$ cat config.mk
export PLATFORM = sky130hd
export DESIGN_NAME = missing_fragment_bitmap_top_flat
export DESIGN_NICKNAME = d
export VERILOG_FILES = /design/src/sv/mfb_pkg.sv /design/src/sv/mfb_if.sv /design/src/sv/mfb_mem.sv /design/src/sv/mfb_ctrl.sv /design/src/sv/missing_fragment_bitmap_top.sv /design/src/flat_wrapper.sv
export VERILOG_INCLUDE_DIRS = /design/src /design/src/sv
export SDC_FILE = /design/constraint.sdc
export NUM_CORES = 2
export LEC_CHECK = 0
export ABC_AREA = 1
export BUFFER_PORTS_ARGS = -buffer_cell sky130_fd_sc_hd__buf_2
export CAP_MARGIN = 30
export CORE_ASPECT_RATIO = 1.75
export CORE_MARGIN = 2
export CORE_UTILIZATION = 40
export CTS_BUF_LIST = sky130_fd_sc_hd__clkbuf_4 sky130_fd_sc_hd__clkbuf_8 sky130_fd_sc_hd__clkbuf_16
export DETAILED_ROUTE_END_ITERATION = 10
export GPL_TIMING_DRIVEN = 0
export SLEW_MARGIN = 20
export SYNTH_ARGS = -nofsm -noshare
export SYNTH_HDL_FRONTEND = slang
export SYNTH_HIERARCHICAL = 1
export SYNTH_SLANG_ARGS = --single-unit
$ cat constraint.sdc
create_clock -name clk -period 6.76 [get_ports clk]
set_input_delay 1.352 -clock clk [delete_from_list [all_inputs] [get_ports clk]]
set_output_delay 1.352 -clock clk [all_outputs]
set_load 0.03 [all_outputs]
$ cat src/sv/missing_fragment_bitmap_top_macros.svh
// ---------------------------------------------------------------------------
// missing fragment bitmap assertion macros
// shared concurrent check forms, clocked on clk, off while reset is active
// ---------------------------------------------------------------------------
`ifndef MISSING_FRAGMENT_BITMAP_TOP_MACROS_SVH
`define MISSING_FRAGMENT_BITMAP_TOP_MACROS_SVH

// condition holds at every edge
`define MFB_ASSERT(lbl, clk, rst_n, cond) \
  lbl: assert property (@(posedge clk) disable iff (!rst_n) (cond)) \
    else $error("mfb check failed");

// consequent holds in the same cycle as the antecedent
`define MFB_ASSERT_IMP(lbl, clk, rst_n, ante, cons) \
  lbl: assert property (@(posedge clk) disable iff (!rst_n) (ante) |-> (cons)) \
    else $error("mfb check failed");

// consequent holds in the cycle after the antecedent
`define MFB_ASSERT_NEXT(lbl, clk, rst_n, ante, cons) \
  lbl: assert property (@(posedge clk) disable iff (!rst_n) (ante) |=> (cons)) \
    else $error("mfb check failed");

`endif

$ cat src/sv/mfb_pkg.sv
// ---------------------------------------------------------------------------
// mfb_pkg
// types, codes and bit helpers shared by the missing fragment bitmap
// ---------------------------------------------------------------------------
package mfb_pkg;

  localparam int IDX_W     = 10;
  localparam int BYTE_AW   = 7;
  localparam int MAX_BYTES = 128;

  typedef enum logic [1:0] {
    FUNC_REFILL   = 2'd0,
    FUNC_REMOVE   = 2'd1,
    FUNC_FIND     = 2'd2,
    FUNC_CONTAINS = 2'd3
  } func_t;

  typedef enum logic [2:0] {
    S_CLEAR,
    S_IDLE,
    S_FILL,
    S_READ,
    S_SCAN,
    S_RESULT
  } state_t;

  typedef struct packed {
    logic               we;
    logic [BYTE_AW-1:0] waddr;
    logic [7:0]         wdata;
    logic [BYTE_AW-1:0] raddr;
  } mem_req_t;

  typedef struct packed {
    logic             failed;
    logic [IDX_W-1:0] run_start;
    logic [IDX_W-1:0] run_length;
    logic             present;
    logic [IDX_W-1:0] remaining;
  } result_t;

  // position of the lowest set bit, 0 when none
  function automatic logic [2:0] first_set(input logic [7:0] d);
    logic [2:0] p;
    p = '0;
    for (int i = 7; i >= 0; i--) begin
      if (d[i]) p = 3'(i);
    end
    return p;
  endfunction

  // number of consecutive ones starting at bit 0
  function automatic logic [3:0] trail_ones(input logic [7:0] d);
    logic [3:0] c;
    logic       stop;
    c    = '0;
    stop = 1'b0;
    for (int i = 0; i < 8; i++) begin
      if (!d[i]) stop = 1'b1;
      else if (!stop) c = c + 4'd1;
    end
    return c;
  endfunction

endpackage

$ cat src/sv/mfb_if.sv
// ---------------------------------------------------------------------------
// mfb channel interfaces
// valid/ready channels for operation requests and results
// ---------------------------------------------------------------------------
interface mfb_in_if;
  logic       valid;
  logic       ready;
  logic [1:0] func;
  logic [9:0] index;

  modport source (output valid, func, index, input ready);
  modport sink   (input valid, func, index, output ready);
endinterface

interface mfb_out_if;
  logic       valid;
  logic       ready;
  logic       failed;
  logic [9:0] run_start;
  logic [9:0] run_length;
  logic       present;
  logic [9:0] remaining;

  modport source (output valid, failed, run_start, run_length, present, remaining,
                  input ready);
  modport sink   (input valid, failed, run_start, run_length, present, remaining,
                  output ready);
endinterface

$ cat src/sv/mfb_mem.sv
// ---------------------------------------------------------------------------
// mfb_mem
// byte-wide bitmap store, one write and one registered read per cycle,
// swept to zero after reset
// ---------------------------------------------------------------------------
module mfb_mem #(
  parameter int DEPTH = 128
) (
  input  logic                clk,
  input  logic                rst_n,
  input  mfb_pkg::mem_req_t   req,
  output logic [7:0]          rdata,
  output logic                busy
);

  localparam int AW = (DEPTH > 1) ? $clog2(DEPTH) : 1;

  logic [7:0]    mem_r [DEPTH];
  logic [7:0]    rdata_r;
  logic [AW-1:0] ptr_r;
  logic          busy_r;

  always_ff @(posedge clk) begin
    if (!rst_n) begin
      ptr_r  <= '0;
      busy_r <= 1'b1;
    end else if (busy_r) begin
      ptr_r <= ptr_r + AW'(1);
      if (ptr_r == AW'(DEPTH - 1)) busy_r <= 1'b0;
    end
  end

  always_ff @(posedge clk) begin
    if (busy_r) begin
      mem_r[ptr_r] <= '0;
    end else if (req.we) begin
      mem_r[req.waddr[AW-1:0]] <= req.wdata;
    end
    rdata_r <= mem_r[req.raddr[AW-1:0]];
  end

  assign rdata = rdata_r;
  assign busy  = busy_r;

endmodule

$ cat src/sv/mfb_ctrl.sv
// ---------------------------------------------------------------------------
// mfb_ctrl
// operation sequencer: refill sweep, read-modify-write remove, byte scan
// for the first run of set bits, and single bit test
// ---------------------------------------------------------------------------
`include "missing_fragment_bitmap_top_macros.svh"

module mfb_ctrl #(
  parameter int BUFFER_BYTES = 128
) (
  input  logic                clk,
  input  logic                rst_n,
  mfb_in_if.sink              in_ch,
  input  logic [9:0]          set_size,
  input  logic                mem_busy,
  input  logic [7:0]          rdata,
  output mfb_pkg::mem_req_t   mem_req,
  output logic                res_valid,
  input  logic                res_take,
  output mfb_pkg::result_t    res
);

  localparam logic [13:0] BUF_W = 14'(BUFFER_BYTES);

  mfb_pkg::state_t  state_r, state_nxt;
  mfb_pkg::func_t   op_r, op_nxt;
  mfb_pkg::result_t res_r, res_nxt;
  logic [9:0]       idx_r, idx_nxt;
  logic [6:0]       addr_r, addr_nxt;
  logic [6:0]       proc_r, proc_nxt;
  logic [7:0]       nb_r, nb_nxt;
  logic [9:0]       active_r, active_nxt;
  logic [9:0]       remaining_r, remaining_nxt;
  logic             run_r, run_nxt;
  logic [9:0]       start_r, start_nxt;
  logic [9:0]       len_r, len_nxt;

  mfb_pkg::func_t   in_func;
  logic             accept;
  logic [6:0]       in_byte;
  logic             in_store;
  logic [7:0]       fill_bytes;
  logic [7:0]       act_bytes;
  logic             fill_fits;
  logic [9:0]       base;
  logic [9:0]       span;
  logic [7:0]       mask;
  logic [7:0]       eff;
  logic [2:0]       pos;
  logic [3:0]       c_head;
  logic [3:0]       c_run;
  logic [3:0]       head_len;
  logic             last;
  logic [9:0]       run_sum;
  logic             hit;

  assign in_func    = mfb_pkg::func_t'(in_ch.func);
  assign accept     = in_ch.valid && in_ch.ready;
  assign in_byte    = in_ch.index[9:3];
  assign in_store   = {7'd0, in_byte} < BUF_W;
  assign fill_bytes = 8'(({1'b0, set_size} + 11'd7) >> 3);
  assign act_bytes  = 8'(({1'b0, active_r} + 11'd7) >> 3);
  assign fill_fits  = {6'd0, fill_bytes} < BUF_W;

  // scan of the byte that the previous cycle read
  assign base = {proc_r, 3'b000};
  assign span = active_r - base;
  always_comb begin
    for (int k = 0; k < 8; k++) begin
      mask[k] = span > 10'(k);
    end
  end
  assign eff      = rdata & mask;
  assign pos      = mfb_pkg::first_set(eff);
  assign c_head   = mfb_pkg::trail_ones(eff >> pos);
  assign c_run    = mfb_pkg::trail_ones(eff);
  assign head_len = {1'b0, pos} + c_head;
  assign last     = ({1'b0, proc_r} + 8'd1) == nb_r;
  assign run_sum  = len_r + 10'(c_run);
  assign hit      = rdata[idx_r[2:0]];

  always_ff @(posedge clk) begin
    if (!rst_n) begin
      state_r     <= mfb_pkg::S_CLEAR;
      active_r    <= '0;
      remaining_r <= '0;
      run_r       <= 1'b0;
    end else begin
      state_r     <= state_nxt;
      active_r    <= active_nxt;
      remaining_r <= remaining_nxt;
      run_r       <= run_nxt;
    end
  end

  always_ff @(posedge clk) begin
    op_r    <= op_nxt;
    res_r   <= res_nxt;
    idx_r   <= idx_nxt;
    addr_r  <= addr_nxt;
    proc_r  <= proc_nxt;
    nb_r    <= nb_nxt;
    start_r <= start_nxt;
    len_r   <= len_nxt;
  end

  always_comb begin
    state_nxt     = state_r;
    op_nxt        = op_r;
    res_nxt       = res_r;
    idx_nxt       = idx_r;
    addr_nxt      = addr_r;
    proc_nxt      = proc_r;
    nb_nxt        = nb_r;
    active_nxt    = active_r;
    remaining_nxt = remaining_r;
    run_nxt       = run_r;
    start_nxt     = start_r;
    len_nxt       = len_r;
    mem_req       = '0;
    mem_req.raddr = idx_r[9:3];
    in_ch.ready   = (state_r == mfb_pkg::S_IDLE);
    res_valid     = (state_r == mfb_pkg::S_RESULT);

    case (state_r)
      mfb_pkg::S_CLEAR: begin
        if (!mem_busy) state_nxt = mfb_pkg::S_IDLE;
      end

      mfb_pkg::S_IDLE: begin
        mem_req.raddr = (in_func == mfb_pkg::FUNC_FIND) ? 7'd0 : in_byte;
        if (accept) begin
          op_nxt            = in_func;
          idx_nxt           = in_ch.index;
          res_nxt           = '0;
          res_nxt.remaining = remaining_r;
          case (in_func)
            mfb_pkg::FUNC_REFILL: begin
              if (fill_fits) begin
                active_nxt        = set_size;
                remaining_nxt     = set_size;
                res_nxt.remaining = set_size;
                nb_nxt            = fill_bytes;
                addr_nxt          = '0;
                state_nxt = (fill_bytes == 8'd0) ? mfb_pkg::S_RESULT : mfb_pkg::S_FILL;
              end else begin
                res_nxt.failed = 1'b1;
                state_nxt      = mfb_pkg::S_RESULT;
              end
            end
            mfb_pkg::FUNC_REMOVE: begin
              state_nxt = (in_ch.index < active_r) ? mfb_pkg::S_READ : mfb_pkg::S_RESULT;
            end
            mfb_pkg::FUNC_FIND: begin
              if (active_r != 10'd0) begin
                nb_nxt    = act_bytes;
                addr_nxt  = 7'd1;
                proc_nxt  = '0;
                run_nxt   = 1'b0;
                start_nxt = '0;
                len_nxt   = '0;
                state_nxt = mfb_pkg::S_SCAN;
              end else begin
                state_nxt = mfb_pkg::S_RESULT;
              end
            end
            mfb_pkg::FUNC_CONTAINS: begin
              state_nxt = in_store ? mfb_pkg::S_READ : mfb_pkg::S_RESULT;
            end
            default: begin
              state_nxt = mfb_pkg::S_RESULT;
            end
          endcase
        end
      end

      mfb_pkg::S_FILL: begin
        mem_req.we    = 1'b1;
        mem_req.waddr = addr_r;
        mem_req.wdata = 8'hFF;
        addr_nxt      = addr_r + 7'd1;
        if (({1'b0, addr_r} + 8'd1) == nb_r) state_nxt = mfb_pkg::S_RESULT;
      end

      mfb_pkg::S_READ: begin
        if (op_r == mfb_pkg::FUNC_REMOVE) begin
          if (hit) begin
            mem_req.we        = 1'b1;
            mem_req.waddr     = idx_r[9:3];
            mem_req.wdata     = rdata & ~(8'd1 << idx_r[2:0]);
            remaining_nxt     = remaining_r - 10'd1;
            res_nxt.remaining = remaining_r - 10'd1;
          end
        end else begin
          res_nxt.present = hit;
        end
        state_nxt = mfb_pkg::S_RESULT;
      end

      mfb_pkg::S_SCAN: begin
        // reads run one byte ahead of the byte being examined
        mem_req.raddr = addr_r;
        addr_nxt      = addr_r + 7'd1;
        proc_nxt      = proc_r + 7'd1;
        if (!run_r) begin
          if (eff != 8'd0) begin
            if (head_len == 4'd8 && !last) begin
              run_nxt   = 1'b1;
              start_nxt = base + 10'(pos);
              len_nxt   = 10'(4'd8 - {1'b0, pos});
            end else begin
              res_nxt.run_start  = base + 10'(pos);
              res_nxt.run_length = 10'(c_head);
              state_nxt          = mfb_pkg::S_RESULT;
            end
          end else if (last) begin
            state_nxt = mfb_pkg::S_RESULT;
          end
        end else begin
          if (c_run == 4'd8 && !last) begin
            len_nxt = run_sum;
          end else begin
            res_nxt.run_start  = start_r;
            res_nxt.run_length = run_sum;
            state_nxt          = mfb_pkg::S_RESULT;
          end
        end
      end

      mfb_pkg::S_RESULT: begin
        if (res_take) state_nxt = mfb_pkg::S_IDLE;
      end

      default: begin
        state_nxt = mfb_pkg::S_IDLE;
      end
    endcase
  end

  assign res = res_r;

  // remaining counts set bits below the active size, so never exceeds it
  `MFB_ASSERT(a_remaining_bound, clk, rst_n, remaining_r <= active_r)
  // the scan never looks past the last active byte
  `MFB_ASSERT_IMP(a_scan_in_range, clk, rst_n, state_r == mfb_pkg::S_SCAN, ({1'b0, proc_r} < nb_r))
  // an out of range remove touches no memory and answers at once
  `MFB_ASSERT_NEXT(a_remove_skip, clk, rst_n, (accept && in_func == mfb_pkg::FUNC_REMOVE && in_ch.index >= active_r), (state_r == mfb_pkg::S_RESULT && !mem_req.we))

endmodule

$ cat src/sv/missing_fragment_bitmap_top.sv
// ---------------------------------------------------------------------------
// missing_fragment_bitmap_top
// Bitmap of outstanding fragment indices with refill, remove, find-first-run
// and contains operations.
// in_ch carries one operation per transaction (func, index); out_ch returns
// exactly one result transaction per operation, in order. cfg_we/cfg_wdata
// load the size used by the next refill.
// After acceptance, remove and contains read their byte before the result
// is registered, but go straight to the result when the index lies outside
// the active size (remove) or the store (contains); a failing or empty refill
// goes straight to the result, a refill first writes ceil(size/8) bytes, and
// find scans up to ceil(active_size/8) bytes, or none with nothing active;
// one byte of the store is read or written per cycle. The next operation is
// accepted in the cycle after the result moves out. A stalled receiver holds
// the result in the output register and the next operation waits finished in
// the sequencer until the register frees. After reset the store is swept to
// zero, one byte a cycle, over min(BUFFER_BYTES, 128) bytes; no operation is
// accepted meanwhile, while configuration writes are taken at any time.
// ---------------------------------------------------------------------------
module missing_fragment_bitmap_top #(
  parameter int BUFFER_BYTES = 128
) (
  input  logic       clk,
  input  logic       rst_n,
  mfb_in_if.sink     in_ch,
  mfb_out_if.source  out_ch,
  input  logic       cfg_we,
  input  logic [9:0] cfg_wdata
);

  localparam int MEM_DEPTH =
    (BUFFER_BYTES < mfb_pkg::MAX_BYTES) ? BUFFER_BYTES : mfb_pkg::MAX_BYTES;

  logic [9:0]        set_size_r;
  mfb_pkg::mem_req_t mem_req;
  logic [7:0]        rdata;
  logic              mem_busy;
  logic              res_valid;
  logic              res_take;
  mfb_pkg::result_t  res;
  mfb_pkg::result_t  out_res_r;
  logic              out_valid_r;

  always_ff @(posedge clk) begin
    if (!rst_n) begin
      set_size_r <= '0;
    end else if (cfg_we) begin
      set_size_r <= cfg_wdata;
    end
  end

  mfb_mem #(
    .DEPTH (MEM_DEPTH)
  ) u_mem (
    .clk   (clk),
    .rst_n (rst_n),
    .req   (mem_req),
    .rdata (rdata),
    .busy  (mem_busy)
  );

  mfb_ctrl #(
    .BUFFER_BYTES (BUFFER_BYTES)
  ) u_ctrl (
    .clk       (clk),
    .rst_n     (rst_n),
    .in_ch     (in_ch),
    .set_size  (set_size_r),
    .mem_busy  (mem_busy),
    .rdata     (rdata),
    .mem_req   (mem_req),
    .res_valid (res_valid),
    .res_take  (res_take),
    .res       (res)
  );

  // output register frees when empty or being drained this cycle
  assign res_take = res_valid && (!out_valid_r || out_ch.ready);

  always_ff @(posedge clk) begin
    if (!rst_n) begin
      out_valid_r <= 1'b0;
    end else if (res_take) begin
      out_valid_r <= 1'b1;
    end else if (out_ch.ready) begin
      out_valid_r <= 1'b0;
    end
  end

  always_ff @(posedge clk) begin
    if (res_take) out_res_r <= res;
  end

  assign out_ch.valid      = out_valid_r;
  assign out_ch.failed     = out_res_r.failed;
  assign out_ch.run_start  = out_res_r.run_start;
  assign out_ch.run_length = out_res_r.run_length;
  assign out_ch.present    = out_res_r.present;
  assign out_ch.remaining  = out_res_r.remaining;

endmodule
$ cat src/flat_wrapper.sv
// flat-port wrapper written by rule: the top's interface ports become plain ports
module missing_fragment_bitmap_top_flat 
#(
  parameter int BUFFER_BYTES = 128
)
  (clk, rst_n, cfg_we, cfg_wdata, in_ch_valid, in_ch_func, in_ch_index, in_ch_ready, out_ch_valid, out_ch_failed, out_ch_run_start, out_ch_run_length, out_ch_present, out_ch_remaining, out_ch_ready);
  mfb_in_if in_ch_i ();
  mfb_out_if out_ch_i ();
  input  logic clk;
  input  logic rst_n;
  input  logic cfg_we;
  input  logic [9:0] cfg_wdata;
  input wire logic [$bits(in_ch_i.valid)-1:0] in_ch_valid;
  input wire logic [$bits(in_ch_i.func)-1:0] in_ch_func;
  input wire logic [$bits(in_ch_i.index)-1:0] in_ch_index;
  output wire logic [$bits(in_ch_i.ready)-1:0] in_ch_ready;
  output wire logic [$bits(out_ch_i.valid)-1:0] out_ch_valid;
  output wire logic [$bits(out_ch_i.failed)-1:0] out_ch_failed;
  output wire logic [$bits(out_ch_i.run_start)-1:0] out_ch_run_start;
  output wire logic [$bits(out_ch_i.run_length)-1:0] out_ch_run_length;
  output wire logic [$bits(out_ch_i.present)-1:0] out_ch_present;
  output wire logic [$bits(out_ch_i.remaining)-1:0] out_ch_remaining;
  input wire logic [$bits(out_ch_i.ready)-1:0] out_ch_ready;
  assign in_ch_i.valid = in_ch_valid;
  assign in_ch_i.func = in_ch_func;
  assign in_ch_i.index = in_ch_index;
  assign in_ch_ready = in_ch_i.ready;
  assign out_ch_valid = out_ch_i.valid;
  assign out_ch_failed = out_ch_i.failed;
  assign out_ch_run_start = out_ch_i.run_start;
  assign out_ch_run_length = out_ch_i.run_length;
  assign out_ch_present = out_ch_i.present;
  assign out_ch_remaining = out_ch_i.remaining;
  assign out_ch_i.ready = out_ch_ready;
  missing_fragment_bitmap_top #(.BUFFER_BYTES(BUFFER_BYTES)) u_core (.clk(clk), .rst_n(rst_n), .in_ch(in_ch_i), .out_ch(out_ch_i), .cfg_we(cfg_we), .cfg_wdata(cfg_wdata));
endmodule
==> metrics.md <==
| Metric | Value |
|---|---|
| RR Endpoint | u_core/u_ctrl/start_r[3] |
| Worst EP required | 7.21 ns |
| Mapped Area | 51400 µm² |
| Crit start category | register |
| DRT iter0 DRCs | 3278 |
| Synth cell count leaders | 1417 x nand2_1, 1142 x edfxtp_1, 993 x nand3_1 |
| Min-Delay Endpoint | u_core/out_ch.remaining[1] |
| Synth top area cells | edfxtp_1 67%, nand2_1 10%, nand3_1 9.7% |
| FP Rows | 174 |
| Slew at the pin closest to its max-slew limit | 1.09 ns |
| TritonCTS clock tree | built |
| Leakage power | 0.0220 µW |
| Max FO, Critical Path | 7 |
| Min Tclk post-route | 7.19 ns |
| Final worst slack | -0.432 ns |
| RSZ-0062 raised after global routing | yes |
| Hold slack | 0.418 ns |
| Top FF cell, synth | edfxtp_1 |
| Synth top area share | 66.7% |
| Wire per inst | 25.2 µm |
| Routed WL | 171 mm |
| Die Wd | 275 µm |
| Cts bufs inserted | 104 |
| Post-synthesis net count | 4792 |
| Final setup viols | 44 |
| Clock Latency Late Sink | 0.74 ns |
| Critical setup path kind | register to register |
| Cell Pwr Density | 241 nW/µm² |
| Syn-to-layout area delta | 16.0% |
| Hold WC Path Type | register to register |
| Hold_buf cts | 0 |
| Number of I/O port buffers | 60 |
| R2r worst-path depth | 50 |
| Initial antenna violation count | 6 |
| Setup WS pre-CTS | -1.62 ns |
| Overall power | 14400 µW |
| Hold Violations, Final | 0 |
| Vias in the first global route | 36100 |
| Critical Path Max Stage Delay | 0.44 ns |
| Synth warn | 6 |
| Critical path arrival | 7.64 ns |
| Vias per cell | 5.46 |
| Min-delay src | u_core/u_ctrl/res[1] |
| Synthesized instance count | 4725 |
| Vias | 37000 |
| Max IR drop VDD | 0.223 mV |
| Fin cells | 6772 |
| Area of the core | 128000 µm² |
| Initial Util | 40.1% |
| DR DRC count | 0 |
| Flops & latches, synth | 1193 |
| Slowest-stage cell, CP | edfxtp_1 |
| Synth cell types | 54 |
| Hold path depth | 0 |
| I/O Pins | 61 |
| CTS clk-pin slew, worst paths | 0.07 ns |
| # nets final | 5077 |
| DIE AREA | 131000 µm² |
| RR Startpoint | u_core/u_ctrl/proc_r[0] |
| Max-Cap Viols | 0 |
| Final worst-path cycle share | 106% |
| Final antenna-violating net count | 0 |
| CTS H-Tree Depth | 3 |
| GP Congestion | 0.996 |
| Fin. max-slew vios | 0 |
| Worst setup EP type | register |
| Total iterations of the first detailed-routing run | 6 |
| Root Buffer | clkbuf_16 |
| Slew HR | 27.2% |
| Clk sink count | 1193 |
| CTS Buffer Depth | 3 |
| Clock skew | 0.0347 ns |
| Largest net degree at the start of global routing | 35 |
| EDFF count, synth | 1142 |
| Layout cells sized above 1 | 13.3% |
| Fmax | 139 MHz |
| Post-synth top area cell | edfxtp_1 |
| Post-synthesis async set-or-reset flop share | 0% |
| Grt total ovfl | 0 |
| Count leader, synth | nand2_1 |
| Die Y | 478 µm |
| Setup TNS | -16.19 ns |
| Fill cell count | 11600 |
| Reg2Reg Setup Slack | -0.43 ns |
| Avg Cell Area, Syn | 10.9 µm² |
| Failing checks | negative setup slack |
| Placed insts | 6505 |
| Register area share after synthesis | 68.7% |
| Gr usage total | 25.8% |
| HPWL after DPL | 126 mm |
| First-pass GRT wire length | 242 mm |
| Status | finished, violations left |
==> worst max-delay path, delay by kind of cell (launching register included) <==
kind / cells / cell delay [ns]
AO/OA/AOI/OAI: 4 / 0.69
XOR/XNOR: 1 / 0.18
adder cells (fa/ha/maj): 8 / 2.06
buffers and inverters: 10 / 0.89
flip-flops: 1 / 0.44
AND/OR/NAND/NOR: 27 / 2.65
==> final cells by class <==
| class | count | area (µm²) | share of cell area [%] |
|---|---|---|---|
| Inverter | 205 | 788 | 1.32 |
| Timing Repair inverter | 1 | 7.51 | 0.0126 |
| Clock inverter | 77 | 835 | 1.40 |
| Sequential cell | 1193 | 35300 | 59.2 |
| Tap cell | 1672 | 2090 | 3.51 |
| Multi-Input combinational cell | 3078 | 14700 | 24.7 |
| Buffer | 249 | 1130 | 1.90 |
| Antenna cell | 5 | 12.5 | 0.0210 |
| Timing Repair Buffer | 178 | 1980 | 3.31 |
| Clock buffer | 114 | 2710 | 4.55 |
==> routing by layer <==
layer | part of all wire [%] | wire [µm] | track usage (%)
met5 | 0.041 | 70 | 0.188
met4 | 11 | 19600 | 24.8
met3 | 5.9 | 10100 | 4.44
met2 | 50 | 86000 | 45.1
met1 | 32 | 54800 | 25.3
==> state kept, by name, indices dropped and copies added, names as in the netlist, 3 cells and up <==
register                   flops
u_core/u_mem/rdata             8
u_core/u_ctrl/nb_r             8
u_core/u_ctrl/remaining_r     10
u_core/set_size_r             10
u_core/out_ch.remaining       10
u_core/u_mem/mem_r          1024
u_core/u_ctrl/start_r         10
u_core/u_ctrl/addr_r           7
u_core/out_ch.run_length      10
u_core/u_ctrl/len_r           10
u_core/u_ctrl/active_r        10
u_core/u_mem/ptr_r             7
u_core/u_ctrl/state_r          3
u_core/u_ctrl/idx_r           10
u_core/out_ch.run_start       10
u_core/u_ctrl/res             32
u_core/u_ctrl/proc_r           7
==> worst max path at each step <==
stage,from,to,cells after the start
floorplan,u_core/u_ctrl/proc_r[0],u_core/u_ctrl/res[11],48
global placement,u_core/u_ctrl/state_r[1],u_core/u_mem/mem_r[117][3],12
detailed placement,u_core/u_ctrl/active_r[3],u_core/u_ctrl/res[20],52
CTS,u_core/u_ctrl/proc_r[0],u_core/u_ctrl/start_r[3],48
global route,u_core/u_ctrl/proc_r[0],u_core/u_ctrl/res[20],56
finish,u_core/u_ctrl/proc_r[0],u_core/u_ctrl/start_r[3],50
==> report_power, final <==
part / internal [µW] / switching, µW
sequential: 7990 / 9.91
combinational: 30.9 / 107
clock: 3430 / 2800
total: 11400 / 2920
==> stage by stage <==
step / area [µm²] / utilization [%]
after floorplan: 51500 / -
after detailed placement: 55100 / 43.0
final: 59600 / 46.6
after global routing: 59600 / 46.6
after global placement: 53900 / 42.1
after CTS: 59300 / 46.3
==> cell usage in the layout (no fill, tap or decap), types with 33 or more instances in the layout <==
master     count
nand2_1     1392
buf_1         40
buf_4         61
clkbuf_16    106
dfxtp_1       50
a21oi_1       42
buf_2        185
edfxtp_1    1142
inv_1        159
nor2_1       248
o21ai_0       82
nand3_1      981
inv_2         33
clkbuf_1      77
==> timing repair <==
item | CTS | global route
setup endpoints to repair | 44 | 183
resized for setup | 65 | 45
pin swaps | 49 | 38
gates cloned | 1 | 0
setup buffers | 49 | 17
==> kinds of logic after synthesis <==
kind of cell | synth area share (%)
AND/OR/NAND/NOR | 23.6
XOR/XNOR | 0.545
adder cells (fa/ha/maj) | 1.02
AO/OA/AOI/OAI | 2.44
buffers and inverters | 3.68
flip-flops | 68.7
(Power assumes the default switching activity.)
